**src/hw/rtl/btlv_pkg.sv**
```systemverilog
// Package for the BER identifier/length header encoder.
// Holds field widths, octet codes and the descriptor passed from front to back.
// No dependencies.
`default_nettype none

package btlv_pkg;

   // Port field widths
   localparam int FORM_W    = 2;
   localparam int CLASS_W   = 2;
   localparam int TAG_W     = 31;
   localparam int LEN_W     = 31;
   localparam int SIZE_W    = 32;
   localparam int CNT_W     = 3;

   // Defaults for top-level parameters
   localparam int DEF_TAG_BITS    = 31;
   localparam int DEF_LENGTH_BITS = 31;
   localparam int DEF_QUEUE_DEPTH = 2;

   // Most base-128 groups of a tag, most octets of a long-form length
   localparam int MAX_GROUPS    = 5;
   localparam int MAX_LEN_BYTES = 4;

   // Form codes
   localparam logic [FORM_W-1:0] FORM_PRIMITIVE  = 2'd0;
   localparam logic [FORM_W-1:0] FORM_INDEFINITE = 2'd2;

   // Octet codes
   localparam logic [7:0] CONSTRUCTED_BIT = 8'h20;
   localparam logic [7:0] TAG_ESCAPE      = 8'h1f;
   localparam logic [7:0] LEN_LONG_FLAG   = 8'h80;
   localparam logic [7:0] LEN_INDEFINITE  = 8'h80;
   localparam logic [7:0] SHORT_LEN_MAX   = 8'd127;
   localparam logic [7:0] SHORT_TAG_LIMIT = 8'd31;
   localparam logic [SIZE_W-1:0] EOC_OCTETS = 32'd2;

   // One classified header, ready for octet generation
   typedef struct packed {
      logic [7:0]        ident;
      logic              long_tag;
      logic [TAG_W-1:0]  tag;
      logic [CNT_W-1:0]  groups;
      logic [7:0]        len_hdr;
      logic [LEN_W-1:0]  len;
      logic [CNT_W-1:0]  lbytes;
      logic [SIZE_W-1:0] size;
   } desc_type;

   // Pick base-128 group idx (0 = least significant) of a tag
   function automatic logic [6:0] tag_group(input logic [TAG_W-1:0] tag,
                                            input logic [CNT_W-1:0] idx);
      logic [6:0] grp;
      grp = '0;
      for (int k = 0; k < MAX_GROUPS; k++) begin
         if (idx == CNT_W'(k)) begin
            grp = 7'(tag >> (7 * k));
         end
      end
      return grp;
   endfunction

   // Pick octet idx (0 = least significant) of a length
   function automatic logic [7:0] len_octet(input logic [LEN_W-1:0] len,
                                            input logic [CNT_W-1:0] idx);
      logic [7:0] oct;
      oct = '0;
      for (int k = 0; k < MAX_LEN_BYTES; k++) begin
         if (idx == CNT_W'(k)) begin
            oct = 8'(len >> (8 * k));
         end
      end
      return oct;
   endfunction

endpackage

`default_nettype wire

```
**src/hw/rtl/btlv_if.sv**
```systemverilog
// Channel interfaces for the BER header encoder: request and response.
// Depends on btlv_pkg for field widths.
`default_nettype none

interface btlv_req_if
   import btlv_pkg::*;
();
   logic               valid;
   logic               ready;
   logic [FORM_W-1:0]  form;
   logic [CLASS_W-1:0] tag_class;
   logic [TAG_W-1:0]   tag_number;
   logic [LEN_W-1:0]   content_length;

   modport source (output valid, form, tag_class, tag_number, content_length,
                   input ready);
   modport sink   (input valid, form, tag_class, tag_number, content_length,
                   output ready);
endinterface

interface btlv_rsp_if
   import btlv_pkg::*;
();
   logic              valid;
   logic              ready;
   logic [7:0]        out_byte;
   logic              last_byte;
   logic [SIZE_W-1:0] object_size;

   modport source (output valid, out_byte, last_byte, object_size, input ready);
   modport sink   (input valid, out_byte, last_byte, object_size, output ready);
endinterface

`default_nettype wire

```
**src/hw/rtl/ber_tlv_header_encoder.sv**
```systemverilog
// BER identifier/length header encoder, top level.
// The first octet of a transaction passes through the descriptor queue and then the
// response register; one octet per cycle leaves while rsp ready allows, and an item
// has 2 to 11 header octets, all from the single octet output of the back-end sequencer.
// A new request is accepted every cycle while the descriptor queue has room.
// Reset (synchronous) empties the queue, restarts the sequencer, drops rsp valid.
`default_nettype none

module ber_tlv_header_encoder
   import btlv_pkg::*;
#(
   parameter int TAG_BITS    = DEF_TAG_BITS,
   parameter int LENGTH_BITS = DEF_LENGTH_BITS,
   parameter int QUEUE_DEPTH = DEF_QUEUE_DEPTH
) (
   input  logic       clock,
   input  logic       reset,
   btlv_req_if.sink   req_chan,
   btlv_rsp_if.source rsp_chan
);

   logic     push;
   logic     pop;
   logic     full;
   logic     empty;
   desc_type push_desc;
   desc_type head;

   // Classify incoming transactions
   btlv_front #(
      .TAG_BITS    (TAG_BITS),
      .LENGTH_BITS (LENGTH_BITS)
   ) u_front (
      .req_chan   (req_chan),
      .queue_full (full),
      .push       (push),
      .desc       (push_desc)
   );

   // Decouple front end from sequencer
   btlv_queue #(
      .QUEUE_DEPTH (QUEUE_DEPTH)
   ) u_queue (
      .clock     (clock),
      .reset     (reset),
      .push      (push),
      .push_desc (push_desc),
      .pop       (pop),
      .full      (full),
      .empty     (empty),
      .head      (head)
   );

   // Emit header octets
   btlv_back u_back (
      .clock    (clock),
      .reset    (reset),
      .empty    (empty),
      .head     (head),
      .pop      (pop),
      .rsp_chan (rsp_chan)
   );

endmodule

`default_nettype wire

```
**src/hw/rtl/btlv_front.sv**
```systemverilog
// Front end: accepts a request transaction and classifies it into a descriptor.
// Depends on btlv_pkg and btlv_req_if.
`default_nettype none

module btlv_front
   import btlv_pkg::*;
#(
   parameter int TAG_BITS    = DEF_TAG_BITS,
   parameter int LENGTH_BITS = DEF_LENGTH_BITS
) (
   btlv_req_if.sink   req_chan,
   input  logic       queue_full,
   output logic       push,
   output desc_type   desc
);

   localparam logic [TAG_W-1:0] TAG_MASK = TAG_W'((64'd1 << TAG_BITS) - 64'd1);
   localparam logic [LEN_W-1:0] LEN_MASK = LEN_W'((64'd1 << LENGTH_BITS) - 64'd1);

   logic [TAG_W-1:0] tag;
   logic [LEN_W-1:0] len;
   logic             constructed;
   logic             indefinite;
   logic             long_tag;
   logic [CNT_W-1:0] groups;
   logic [CNT_W-1:0] lbytes;
   logic [3:0]       n_octets;

   // Take a transaction whenever the queue has room
   assign req_chan.ready = !queue_full;
   assign push           = req_chan.valid && !queue_full;

   // Classify form, tag and length
   always_comb begin
      tag         = req_chan.tag_number & TAG_MASK;
      len         = req_chan.content_length & LEN_MASK;
      constructed = req_chan.form != FORM_PRIMITIVE;
      indefinite  = req_chan.form == FORM_INDEFINITE;
      long_tag    = tag >= TAG_W'(SHORT_TAG_LIMIT);

      groups = CNT_W'(1);
      for (int k = 1; k < MAX_GROUPS; k++) begin
         groups = groups + CNT_W'((tag >> (7 * k)) != '0);
      end

      lbytes = '0;
      if (!indefinite && len > LEN_W'(SHORT_LEN_MAX)) begin
         lbytes = CNT_W'(1);
         for (int k = 1; k < MAX_LEN_BYTES; k++) begin
            lbytes = lbytes + CNT_W'((len >> (8 * k)) != '0);
         end
      end

      desc.ident = {req_chan.tag_class, 6'd0} | (constructed ? CONSTRUCTED_BIT : 8'd0)
                 | (long_tag ? TAG_ESCAPE : {3'd0, tag[4:0]});
      desc.long_tag = long_tag;
      desc.tag      = tag;
      desc.groups   = groups;
      desc.len      = len;
      desc.lbytes   = lbytes;
      if (indefinite) begin
         desc.len_hdr = LEN_INDEFINITE;
      end else if (lbytes == '0) begin
         desc.len_hdr = {1'b0, len[6:0]};
      end else begin
         desc.len_hdr = LEN_LONG_FLAG | {5'd0, lbytes};
      end

      // Identifier octet, optional tag groups, length octet, then optional length octets
      n_octets  = 4'd2 + (long_tag ? {1'b0, groups} : 4'd0) + {1'b0, lbytes};
      desc.size = SIZE_W'(n_octets) + SIZE_W'(len) + (indefinite ? EOC_OCTETS : '0);
   end

endmodule

`default_nettype wire

```
**src/hw/rtl/btlv_queue.sv**
```systemverilog
// Short descriptor queue between the front end and the octet sequencer.
// Depends on btlv_pkg for the descriptor type.
`default_nettype none

module btlv_queue
   import btlv_pkg::*;
#(
   parameter int QUEUE_DEPTH = DEF_QUEUE_DEPTH
) (
   input  logic     clock,
   input  logic     reset,
   input  logic     push,
   input  desc_type push_desc,
   input  logic     pop,
   output logic     full,
   output logic     empty,
   output desc_type head
);

   localparam int PTR_W   = (QUEUE_DEPTH > 1) ? $clog2(QUEUE_DEPTH) : 1;
   localparam int COUNT_W = $clog2(QUEUE_DEPTH + 1);

   desc_type           entry_ff [QUEUE_DEPTH];
   logic [PTR_W-1:0]   wr_ptr_ff, wr_ptr_in;
   logic [PTR_W-1:0]   rd_ptr_ff, rd_ptr_in;
   logic [COUNT_W-1:0] count_ff, count_in;

   assign full  = count_ff == COUNT_W'(QUEUE_DEPTH);
   assign empty = count_ff == '0;
   assign head  = entry_ff[rd_ptr_ff];

   // Advance pointers with wrap, track occupancy
   always_comb begin
      wr_ptr_in = wr_ptr_ff;
      rd_ptr_in = rd_ptr_ff;
      count_in  = count_ff;
      if (push) begin
         wr_ptr_in = (wr_ptr_ff == PTR_W'(QUEUE_DEPTH - 1)) ? '0 : wr_ptr_ff + PTR_W'(1);
      end
      if (pop) begin
         rd_ptr_in = (rd_ptr_ff == PTR_W'(QUEUE_DEPTH - 1)) ? '0 : rd_ptr_ff + PTR_W'(1);
      end
      if (push && !pop) begin
         count_in = count_ff + COUNT_W'(1);
      end else if (pop && !push) begin
         count_in = count_ff - COUNT_W'(1);
      end
   end

   always_ff @(posedge clock) begin
      if (reset) begin
         wr_ptr_ff <= '0;
         rd_ptr_ff <= '0;
         count_ff  <= '0;
      end else begin
         wr_ptr_ff <= wr_ptr_in;
         rd_ptr_ff <= rd_ptr_in;
         count_ff  <= count_in;
      end
   end

   // Store entries
   always_ff @(posedge clock) begin
      if (push) begin
         entry_ff[wr_ptr_ff] <= push_desc;
      end
   end

endmodule

`default_nettype wire

```
**src/hw/rtl/btlv_back.sv**
```systemverilog
// Back end: walks the head descriptor and emits one header octet per cycle while the response register is free.
// Depends on btlv_pkg and btlv_rsp_if.
`default_nettype none

module btlv_back
   import btlv_pkg::*;
(
   input  logic      clock,
   input  logic      reset,
   input  logic      empty,
   input  desc_type  head,
   output logic      pop,
   btlv_rsp_if.source rsp_chan
);

   typedef enum logic [1:0] {
      PH_IDENT,
      PH_TAG,
      PH_LHDR,
      PH_LEN
   } phase_type;

   phase_type         phase_ff, phase_in;
   logic [CNT_W-1:0]  cnt_ff, cnt_in;
   logic              rsp_valid_ff;
   logic [7:0]        out_byte_ff;
   logic              last_byte_ff;
   logic [SIZE_W-1:0] object_size_ff;

   logic              advance;
   logic              fire;
   logic [7:0]        byte_c;
   logic              last_c;
   logic [CNT_W-1:0]  idx;

   // Output register frees up when empty or taken downstream
   assign advance = !rsp_valid_ff || rsp_chan.ready;
   assign fire    = advance && !empty;
   assign pop     = fire && last_c;
   assign idx     = cnt_ff - CNT_W'(1);

   assign rsp_chan.valid       = rsp_valid_ff;
   assign rsp_chan.out_byte    = out_byte_ff;
   assign rsp_chan.last_byte   = last_byte_ff;
   assign rsp_chan.object_size = object_size_ff;

   // Select current octet and next phase
   always_comb begin
      phase_in = phase_ff;
      cnt_in   = cnt_ff;
      byte_c   = head.ident;
      last_c   = 1'b0;
      case (phase_ff)
         PH_IDENT: begin
            byte_c = head.ident;
            if (head.long_tag) begin
               phase_in = PH_TAG;
               cnt_in   = head.groups;
            end else begin
               phase_in = PH_LHDR;
            end
         end
         PH_TAG: begin
            byte_c = {cnt_ff != CNT_W'(1), tag_group(head.tag, idx)};
            if (cnt_ff == CNT_W'(1)) begin
               phase_in = PH_LHDR;
            end
            cnt_in = idx;
         end
         PH_LHDR: begin
            byte_c = head.len_hdr;
            if (head.lbytes == '0) begin
               last_c   = 1'b1;
               phase_in = PH_IDENT;
            end else begin
               phase_in = PH_LEN;
               cnt_in   = head.lbytes;
            end
         end
         PH_LEN: begin
            byte_c = len_octet(head.len, idx);
            if (cnt_ff == CNT_W'(1)) begin
               last_c   = 1'b1;
               phase_in = PH_IDENT;
            end
            cnt_in = idx;
         end
         default: begin
            phase_in = PH_IDENT;
         end
      endcase
   end

   // Hold state and the response register
   always_ff @(posedge clock) begin
      if (reset) begin
         phase_ff       <= PH_IDENT;
         cnt_ff         <= '0;
         rsp_valid_ff   <= 1'b0;
         out_byte_ff    <= '0;
         last_byte_ff   <= 1'b0;
         object_size_ff <= '0;
      end else if (advance) begin
         rsp_valid_ff <= fire;
         if (fire) begin
            phase_ff       <= phase_in;
            cnt_ff         <= cnt_in;
            out_byte_ff    <= byte_c;
            last_byte_ff   <= last_c;
            object_size_ff <= head.size;
         end
      end
   end

endmodule

`default_nettype wire
```
**src/flat_wrapper.sv**
```systemverilog
// flat-port wrapper written by rule: the top's interface ports become plain ports
module ber_tlv_header_encoder_flat import btlv_pkg::*;
#(
   parameter int TAG_BITS    = DEF_TAG_BITS,
   parameter int LENGTH_BITS = DEF_LENGTH_BITS,
   parameter int QUEUE_DEPTH = DEF_QUEUE_DEPTH
)
  (clock, reset, req_chan_valid, req_chan_form, req_chan_tag_class, req_chan_tag_number, req_chan_content_length, req_chan_ready, rsp_chan_valid, rsp_chan_out_byte, rsp_chan_last_byte, rsp_chan_object_size, rsp_chan_ready);
  btlv_req_if req_chan_i ();
  btlv_rsp_if rsp_chan_i ();
  input  logic clock;
  input  logic reset;
  input wire logic [$bits(req_chan_i.valid)-1:0] req_chan_valid;
  input wire logic [$bits(req_chan_i.form)-1:0] req_chan_form;
  input wire logic [$bits(req_chan_i.tag_class)-1:0] req_chan_tag_class;
  input wire logic [$bits(req_chan_i.tag_number)-1:0] req_chan_tag_number;
  input wire logic [$bits(req_chan_i.content_length)-1:0] req_chan_content_length;
  output wire logic [$bits(req_chan_i.ready)-1:0] req_chan_ready;
  output wire logic [$bits(rsp_chan_i.valid)-1:0] rsp_chan_valid;
  output wire logic [$bits(rsp_chan_i.out_byte)-1:0] rsp_chan_out_byte;
  output wire logic [$bits(rsp_chan_i.last_byte)-1:0] rsp_chan_last_byte;
  output wire logic [$bits(rsp_chan_i.object_size)-1:0] rsp_chan_object_size;
  input wire logic [$bits(rsp_chan_i.ready)-1:0] rsp_chan_ready;
  assign req_chan_i.valid = req_chan_valid;
  assign req_chan_i.form = req_chan_form;
  assign req_chan_i.tag_class = req_chan_tag_class;
  assign req_chan_i.tag_number = req_chan_tag_number;
  assign req_chan_i.content_length = req_chan_content_length;
  assign req_chan_ready = req_chan_i.ready;
  assign rsp_chan_valid = rsp_chan_i.valid;
  assign rsp_chan_out_byte = rsp_chan_i.out_byte;
  assign rsp_chan_last_byte = rsp_chan_i.last_byte;
  assign rsp_chan_object_size = rsp_chan_i.object_size;
  assign rsp_chan_i.ready = rsp_chan_ready;
  ber_tlv_header_encoder #(.TAG_BITS(TAG_BITS), .LENGTH_BITS(LENGTH_BITS), .QUEUE_DEPTH(QUEUE_DEPTH)) u_core (.clock(clock), .reset(reset), .req_chan(req_chan_i), .rsp_chan(rsp_chan_i));
endmodule
```
**config.mk**
```make
export PLATFORM = sky130hd
export DESIGN_NAME = ber_tlv_header_encoder_flat
export DESIGN_NICKNAME = d
export VERILOG_FILES = /design/src/hw/rtl/btlv_pkg.sv /design/src/hw/rtl/btlv_if.sv /design/src/hw/rtl/ber_tlv_header_encoder.sv /design/src/hw/rtl/btlv_front.sv /design/src/hw/rtl/btlv_queue.sv /design/src/hw/rtl/btlv_back.sv /design/src/flat_wrapper.sv
export SDC_FILE = /design/constraint.sdc
export NUM_CORES = 1
export LEC_CHECK = 0
export BUFFER_PORTS_ARGS = -buffer_cell sky130_fd_sc_hd__buf_4
export CORE_ASPECT_RATIO = 0.7
export CORE_MARGIN = 1.5
export CORE_UTILIZATION = 59
export DETAILED_ROUTE_END_ITERATION = 7
export PLACE_DENSITY = 0.85
export SETUP_SLACK_MARGIN = 0.2
export SYNTH_ARGS = -nofsm -noshare
export SYNTH_HDL_FRONTEND = slang
export SYNTH_SLANG_ARGS = --single-unit
```
**constraint.sdc**
```tcl
create_clock -name clock -period 7.69 [get_ports clock]
set_clock_uncertainty 0.2 [all_clocks]
set_input_delay 0.769 -clock clock [delete_from_list [all_inputs] [get_ports clock]]
set_output_delay 0.769 -clock clock [all_outputs]
set_load 0.03 [all_outputs]
```
==> impl_metrics.csv, run 1 <==
group,metric,value,unit
run_status,status,"completed",
power,power_density,282.2,mW/mm²
clock_network,clk_latency,0.53,ns
clock_network,cts_buffers,27,
yosys,syn-instance-count,846,
clock_network,root_buffer,"clkbuf_16",
route,vias_per_cell,6.146,
setup_path,rr_endpoint,"u_core.u_back.rsp_chan.out_byte[5]",
yosys,synthTopCellsByCount,"234 x edfxtp_1, 88 x mux2i_1, 59 x nor2_1",
yosys,yosys.cell_count.top_type,"edfxtp_1",
yosys,seq_area_frac_synth,66.58,%
setup_path,cp-end-kind,"register",
clock_network,ctsLongestPathBuffers,3,
clock_network,cts_tree,"yes",
placement,dp_slack,1.094,ns
route,drtIter0Drc,863,
yosys,synthArstFlopShare,0,%
timing,setup_tns,0,ns
floorplanning,fp.dieArea,0.02142,mm²
min_path,hp-start,"req_chan_tag_number[28]",
min_path,whs_path_depth,1,
timing,post-route-period-util,80.35,%
clock_network,htreeDepth,1,
cells_and_area,fin_nets,1048,
cells_and_area,syn2layout_area_growth,15.80,%
power,seqPwrFrac,49.3,%
floorplanning,core-area,0.01996,mm²
cells_and_area,diodes,0,
cells_and_area,drive_gt1_share,19.86,%
global_route,grt-ovfl-total,0,
floorplanning,pin_count,113,
route,ant_nets,0,
clock_network,cts_setup_buffers,0,
yosys,synth_fp_nets,942,
global_route,grt_max_degree,71,
global_route,grtUsageMet3,6.519,%
power,p_comb_share,18.3,%
floorplanning,dieHeight,122.9,µm
min_path,min_to,"u_core.u_queue.entry_ff[0][105]",
global_route,grt_busiest_layer,"met2",
power,max-vdd-ir-drop,0.0001432,V
yosys,synth_area_leaders,"edfxtp_1 58%, dfxtp_1 8.6%, mux2i_1 7.3%, a211oi_1 2.5%, ha_1 2.3%",
global_route,track_usage,25.19,%
timing,period_needed,6.179,ns
power,switching_share,27.93,%
timing,hold_slack,0.2307,ns
yosys,synth_top_area_share,57.99,%
yosys,netlist_area,0.01212,mm²
setup_path,timing.rr.start,"u_core.u_back.cnt_ff[0]",
global_route,grt_pass1_wl,40820,µm
clock_network,cts_hold_buf,0,
route,drt_wl_total,26790,µm
setup_path,path_class,"in2reg",
setup_path,worstSetupStartpointType,"primary input",
global_route,first_global_vias,7385,
min_path,holdCritPathClass,"in2reg",
power,leakagePower,4.763,nW
timing,grt_setup_unrepaired,"no",
floorplanning,die_width,174.3,µm
power,clkPwrFrac,32.4,%
setup_path,required,7.76,ns
route,firstDrtPassIters,7,
route,drc_errors,0,
timing,setup_viol,0,
timing,drv_slew,0,
route,wl_per_cell,21.57,µm
yosys,synth-seq-cells,286,
yosys,synth_top_flop_cell,"edfxtp_1",
timing,max_slew_margin,32.55,%
clock_network,cts_resized,0,
setup_path,r2r_slack,4.44,ns
flow_run,cap_violations,0,
setup_path,crit_arrival,6.25,ns
power,p_int,0.002853,W
timing,fin_ws,1.511,ns
yosys,synth.avg_cell_area,14.32,µm²
yosys,yosysWarnings,0,
yosys,synth.distinct_cells,58,
setup_path,cp_max_fo,5,
yosys,synth_edf_count,234,
clock_network,path_clk_slew,0.06,ns
clock_network,cts.sinks,286,
placement,finalWeightedCongestion,0.9134,
power,p_switching,0.001106,W
setup_path,worst-r2r-cell-count,7,
timing,final_hold_viol_count,0,
timing,fmax,161.8,MHz
global_route,antenna_found_initial,1,
placement,dpl.hpwl,17940,µm
yosys,synth_top_area_cell,"edfxtp_1",
global_route,grt_util_met2,38.97,%
global_route,grt_use_met1,36.44,%
floorplanning,fp-row-count,43,
floorplanning,initial_core_util,60.70,%
placement,io_buffers,112,
timing,worst_pin_slew,0.9990,ns
route,num_vias,7633,
## sequential cells by signal (all words and copies together) (netlist names), named ones only
name                                count
u_core.u_queue.count_ff                 2
u_core.u_queue.wr_ptr_ff                1
u_core.u_back.phase_ff                  2
u_core.u_queue.entry_ff               234
u_core.u_queue.rd_ptr_ff                1
u_core.u_back.rsp_chan.last_byte        1
u_core.u_back.rsp_chan.object_size     32
u_core.u_back.cnt_ff                    3
u_core.u_back.rsp_chan.valid            1
u_core.u_back.rsp_chan.out_byte         8
## final cells by class
| type | count | area (µm²) |
|---|---|---|
| inverters | 24 | 90.09 |
| clock buffers | 39 | 782.0 |
| flip-flops and latches | 286 | 8071 |
| fillers | 1302 | 5929 |
| multi-input cells | 495 | 3785 |
| well taps | 270 | 337.8 |
| clock inverters | 10 | 78.83 |
| repair buffers | 118 | 885.9 |
## critical path: stages
cell     delay [ns]
buf_4          0.11
or4_1          0.53
nor4_1         0.36
and4_1         0.29
ha_1           0.15
inv_1          0.05
fa_1           0.48
ha_1           0.35
nand2_1        0.08
ha_1           0.28
inv_1          0.04
ha_1           0.20
fa_1           0.37
xor2_1         0.15
ha_1           0.28
ha_1           0.34
nor2b_1        0.16
o21a_1         0.20
o21ai_0        0.70
nor2_1         0.14
xor2_1         0.18
## how the worst max path moves through the flow
stage / depth (start not counted) / endpoint / slack, ns / start
after floorplan: 4 / u_core.u_queue.entry_ff[0][0] / 1.01 / u_core.u_queue.count_ff[0]
after global placement: 21 / u_core.u_queue.entry_ff[0][19] / 1.24 / req_chan_tag_number[11]
after detailed placement: 21 / u_core.u_queue.entry_ff[0][19] / 1.09 / req_chan_tag_number[11]
after CTS: 21 / u_core.u_queue.entry_ff[0][19] / 1.62 / req_chan_tag_number[11]
after global routing: 21 / u_core.u_queue.entry_ff[0][21] / 1.28 / req_chan_tag_number[11]
final: 21 / u_core.u_queue.entry_ff[0][19] / 1.51 / req_chan_tag_number[11]
## power groups by stage
| stage | clock, W | sequential (W) | combinational (W) |
|---|---|---|---|
| finish | 0.00128 | 0.00195 | 0.000726 |
| global route | 0.00136 | 0.00197 | 0.000783 |
| CTS | 0.00129 | 0.00195 | 0.000721 |
| detailed placement | 0 | 0.00198 | 0.000716 |
| global placement | 0 | 0.00197 | 0.000698 |
| floorplan | 0 | 0.00208 | 0.000365 |
## per-layer routing
| metal | share of wire (%) | wire length (µm) |
|---|---|---|
| met5 | 0.049 | 13 |
| met4 | 1.5 | 410 |
| met3 | 10 | 2801 |
| met2 | 44 | 11910 |
| met1 | 44 | 11660 |
## per-stage QoR
stage                     power, W  area (µm²)  utilization (%)  cells
after detailed placement  0.002697       13170            65.98   1193
after global routing      0.004107       14030            70.29   1242
after floorplan           0.002443       12120                -    846
after global placement    0.002670       13170            65.98   1193
final                     0.003959       14030            70.29   1242
after CTS                 0.003964       14030            70.29   1242
## placed cells by master (no fill, tap or decap), drive strengths merged, types with 4 or more instances in the layout
cell,count
clkinv,8
o311ai,4
and4,5
nor4,7
nand2,37
nor2,59
nand3,8
a21oi,14
mux2i,88
o221ai,4
nor3,6
ha,22
o21ai,22
or3,4
nor2b,11
a31oi,5
clkbuf,39
a211oi,41
nand4,10
and2,11
o22ai,17
mux2,11
a22oi,6
inv,24
xnor2,21
buf,118
xor2,14
o21a,4
fa,4
or2,8
mux4,7
and3,10
nand2b,5
dfxtp,52
edfxtp,234
## kinds of logic after synthesis
logic type                 Yosys count  synth area share [%]
AOI/OAI and AO/OA                  140                 8.220
xor gates and xnor gates            35                 2.530
adders and majority gates           26                 2.933
buffers and inverters               65                 2.292
DFF                                286                 66.58
muxes                              106                 9.593
and+or+nand+nor                    188                 7.848
No activity file was read; power rests on OpenSTA's default activity.
==> inputs of run 2 (changes only) <==
clock period = 6.1 ns   (was 7.69 ns; I/O delays follow)
==> impl_metrics.csv, run 2 (synthesis results as in run 1) <==
group,metric,value,unit
setup_path,r2r_slack,2.87,ns
floorplanning,fp.dieArea,0.02142,mm²
floorplanning,initial_core_util,60.70,%
global_route,first_global_vias,7412,
setup_path,path_class,"in2reg",
timing,max_slew_margin,42.42,%
clock_network,cts.sinks,286,
min_path,hp-start,"req_chan_tag_class[1]",
clock_network,path_clk_slew,0.06,ns
route,vias_per_cell,6.155,
setup_path,worst-r2r-cell-count,7,
run_status,status,"completed",
global_route,grt_pass1_wl,41340,µm
timing,fmax,176.9,MHz
route,ant_nets,0,
floorplanning,fp-row-count,43,
clock_network,ctsLongestPathBuffers,3,
global_route,antenna_found_initial,0,
min_path,min_to,"u_core.u_queue.entry_ff[0][116]",
route,firstDrtPassIters,6,
cells_and_area,final_cell_mix,"234 x edfxtp_1, 121 x buf_4, 88 x mux2i_1, 58 x nor2_1, 51 x dfxtp_1",
floorplanning,core-area,0.01996,mm²
cells_and_area,syn2layout_area_growth,16.04,%
clock_network,clk_latency,0.54,ns
setup_path,crit_arrival,5.74,ns
flow_run,cap_violations,0,
cells_and_area,largest_register_ffs,234,
cells_and_area,drive_gt1_share,19.71,%
placement,place_area,0.01321,mm²
timing,period_needed,5.652,ns
setup_path,worstSetupStartpointType,"primary input",
cells_and_area,final_common_cell,"edfxtp_1",
timing,grt_setup_unrepaired,"no",
route,wl_per_cell,21.69,µm
timing,fin_ws,0.4484,ns
cells_and_area,regMostFlops,"u_core.u_queue.entry_ff",
min_path,whs_path_depth,1,
cells_and_area,diodes,0,
route,num_vias,7657,
clock_network,root_buffer,"clkbuf_16",
clock_network,cts_resized,0,
setup_path,timing.rr.start,"u_core.u_back.cnt_ff[0]",
power,leakagePower,4.773,nW
timing,drv_slew,0,
power,p_total,0.005004,W
route,drtIter0Drc,959,
timing,final_hold_viol_count,0,
global_route,track_usage,25.38,%
clock_network,cts_tree,"yes",
timing,worst_pin_slew,0.8625,ns
setup_path,required,6.18,ns
floorplanning,pin_count,113,
timing,post-route-period-util,92.65,%
setup_path,cp_max_fo,6,
setup_path,critPathLaunch,"req_chan_tag_number[21]",
floorplanning,dieHeight,122.9,µm
route,drt_wl_total,26980,µm
route,drc_errors,0,
clock_network,cts_setup_buffers,0,
global_route,grt_max_degree,118,
cells_and_area,fin_nets,1051,
power,max-vdd-ir-drop,0.0001869,V
timing,setup_viol,0,
clock_network,cts_buffers,26,
placement,io_buffers,112,
setup_path,cp-end-kind,"register",
global_route,grt-ovfl-total,0,
min_path,holdCritPathClass,"in2reg",
setup_path,rr_endpoint,"u_core.u_back.rsp_chan.out_byte[5]",
placement,finalWeightedCongestion,0.8461,
power,power_density,355.9,mW/mm²
placement,dpl.hpwl,17540,µm
floorplanning,die_width,174.3,µm
cells_and_area,stdcell_area,0.01406,mm²
clock_network,htreeDepth,1,
placement,dp_slack,-0.03295,ns
clock_network,cts_hold_buf,0,
==> run 2: changes by cell type in the layout (fill, tap and decap cells not counted), moves of 2 or more <==
| cell | change |
|---|---|
| clkinv_2 | -2 |
| bufinv_16 | +2 |
| buf_4 | +3 |
| clkbuf_8 | -4 |
| clkbuf_1 | +3 |
==> run 2: worst max-delay path: stages <==
cell and delay (ns):
buf_4 0.12, or4_1 0.54, nor3_2 0.29, and4_1 0.29, ha_1 0.15, inv_1 0.05
fa_1 0.44, ha_1 0.33, nand2_1 0.09, ha_1 0.31, inv_1 0.05, ha_1 0.21
fa_1 0.40, xor2_1 0.16, ha_1 0.29, ha_1 0.35, nor2b_1 0.15, o21a_1 0.18
or2_2 0.35, and3_1 0.22, xor2_1 0.15
==> run 2: how the worst max path moves through the flow <==
stage | to | slack, ns | cells past startpoint
5_1_grt | u_core.u_queue.entry_ff[0][26] | 0.25 | 21
3_5_place_dp | u_core.u_queue.entry_ff[1][26] | -0.03 | 21
6_report | u_core.u_queue.entry_ff[1][7] | 0.45 | 21
2_1_floorplan | u_core.u_queue.entry_ff[0][7] | 0.55 | 21
4_1_cts | u_core.u_queue.entry_ff[0][26] | 0.44 | 21
3_3_place_gp | u_core.u_queue.entry_ff[0][7] | 0.17 | 21
==> run 2: power breakdown <==
group	internal, W	switching (W)	leakage (nW)
combinational	0.000305	0.000611	1.78
clock	0.000942	0.000686	0.410
sequential	0.00236	0.0000962	2.59
==> run 2: cell type report <==
cell class / count / area (µm²)
sequential: 286 / 8071
fill: 1276 / 5901
multi-input combinational: 495 / 3786
timing repair buffer: 122 / 928.4
clock buffer: 37 / 713.2
tap: 270 / 337.8
clock inverter: 10 / 132.6
inverter: 24 / 90.09
==> run 2: routing by layer <==
layer  vias up  track usage (%)  share of wire (%)
li1       3453                -                  -
met1      3772            36.47                 43
met2       391            39.79                 46
met3        41            6.642                 11
met4         0            4.795                1.3
met5         -                0                  0
==> run 2: metrics by stage <==
stage / setup TNS (ns) / util (%) / std cells / hold WS [ns]
6_report: 0 / 70.44 / 1244 / 0.05775
5_1_grt: 0 / 70.44 / 1244 / 0.04813
4_1_cts: 0 / 70.43 / 1244 / 0.05624
3_5_place_dp: -0.07580 / 66.19 / 1197 / 0.2632
3_3_place_gp: 0 / 66.19 / 1197 / 0.2428
2_1_floorplan: 0 / - / 846 / 0.2725
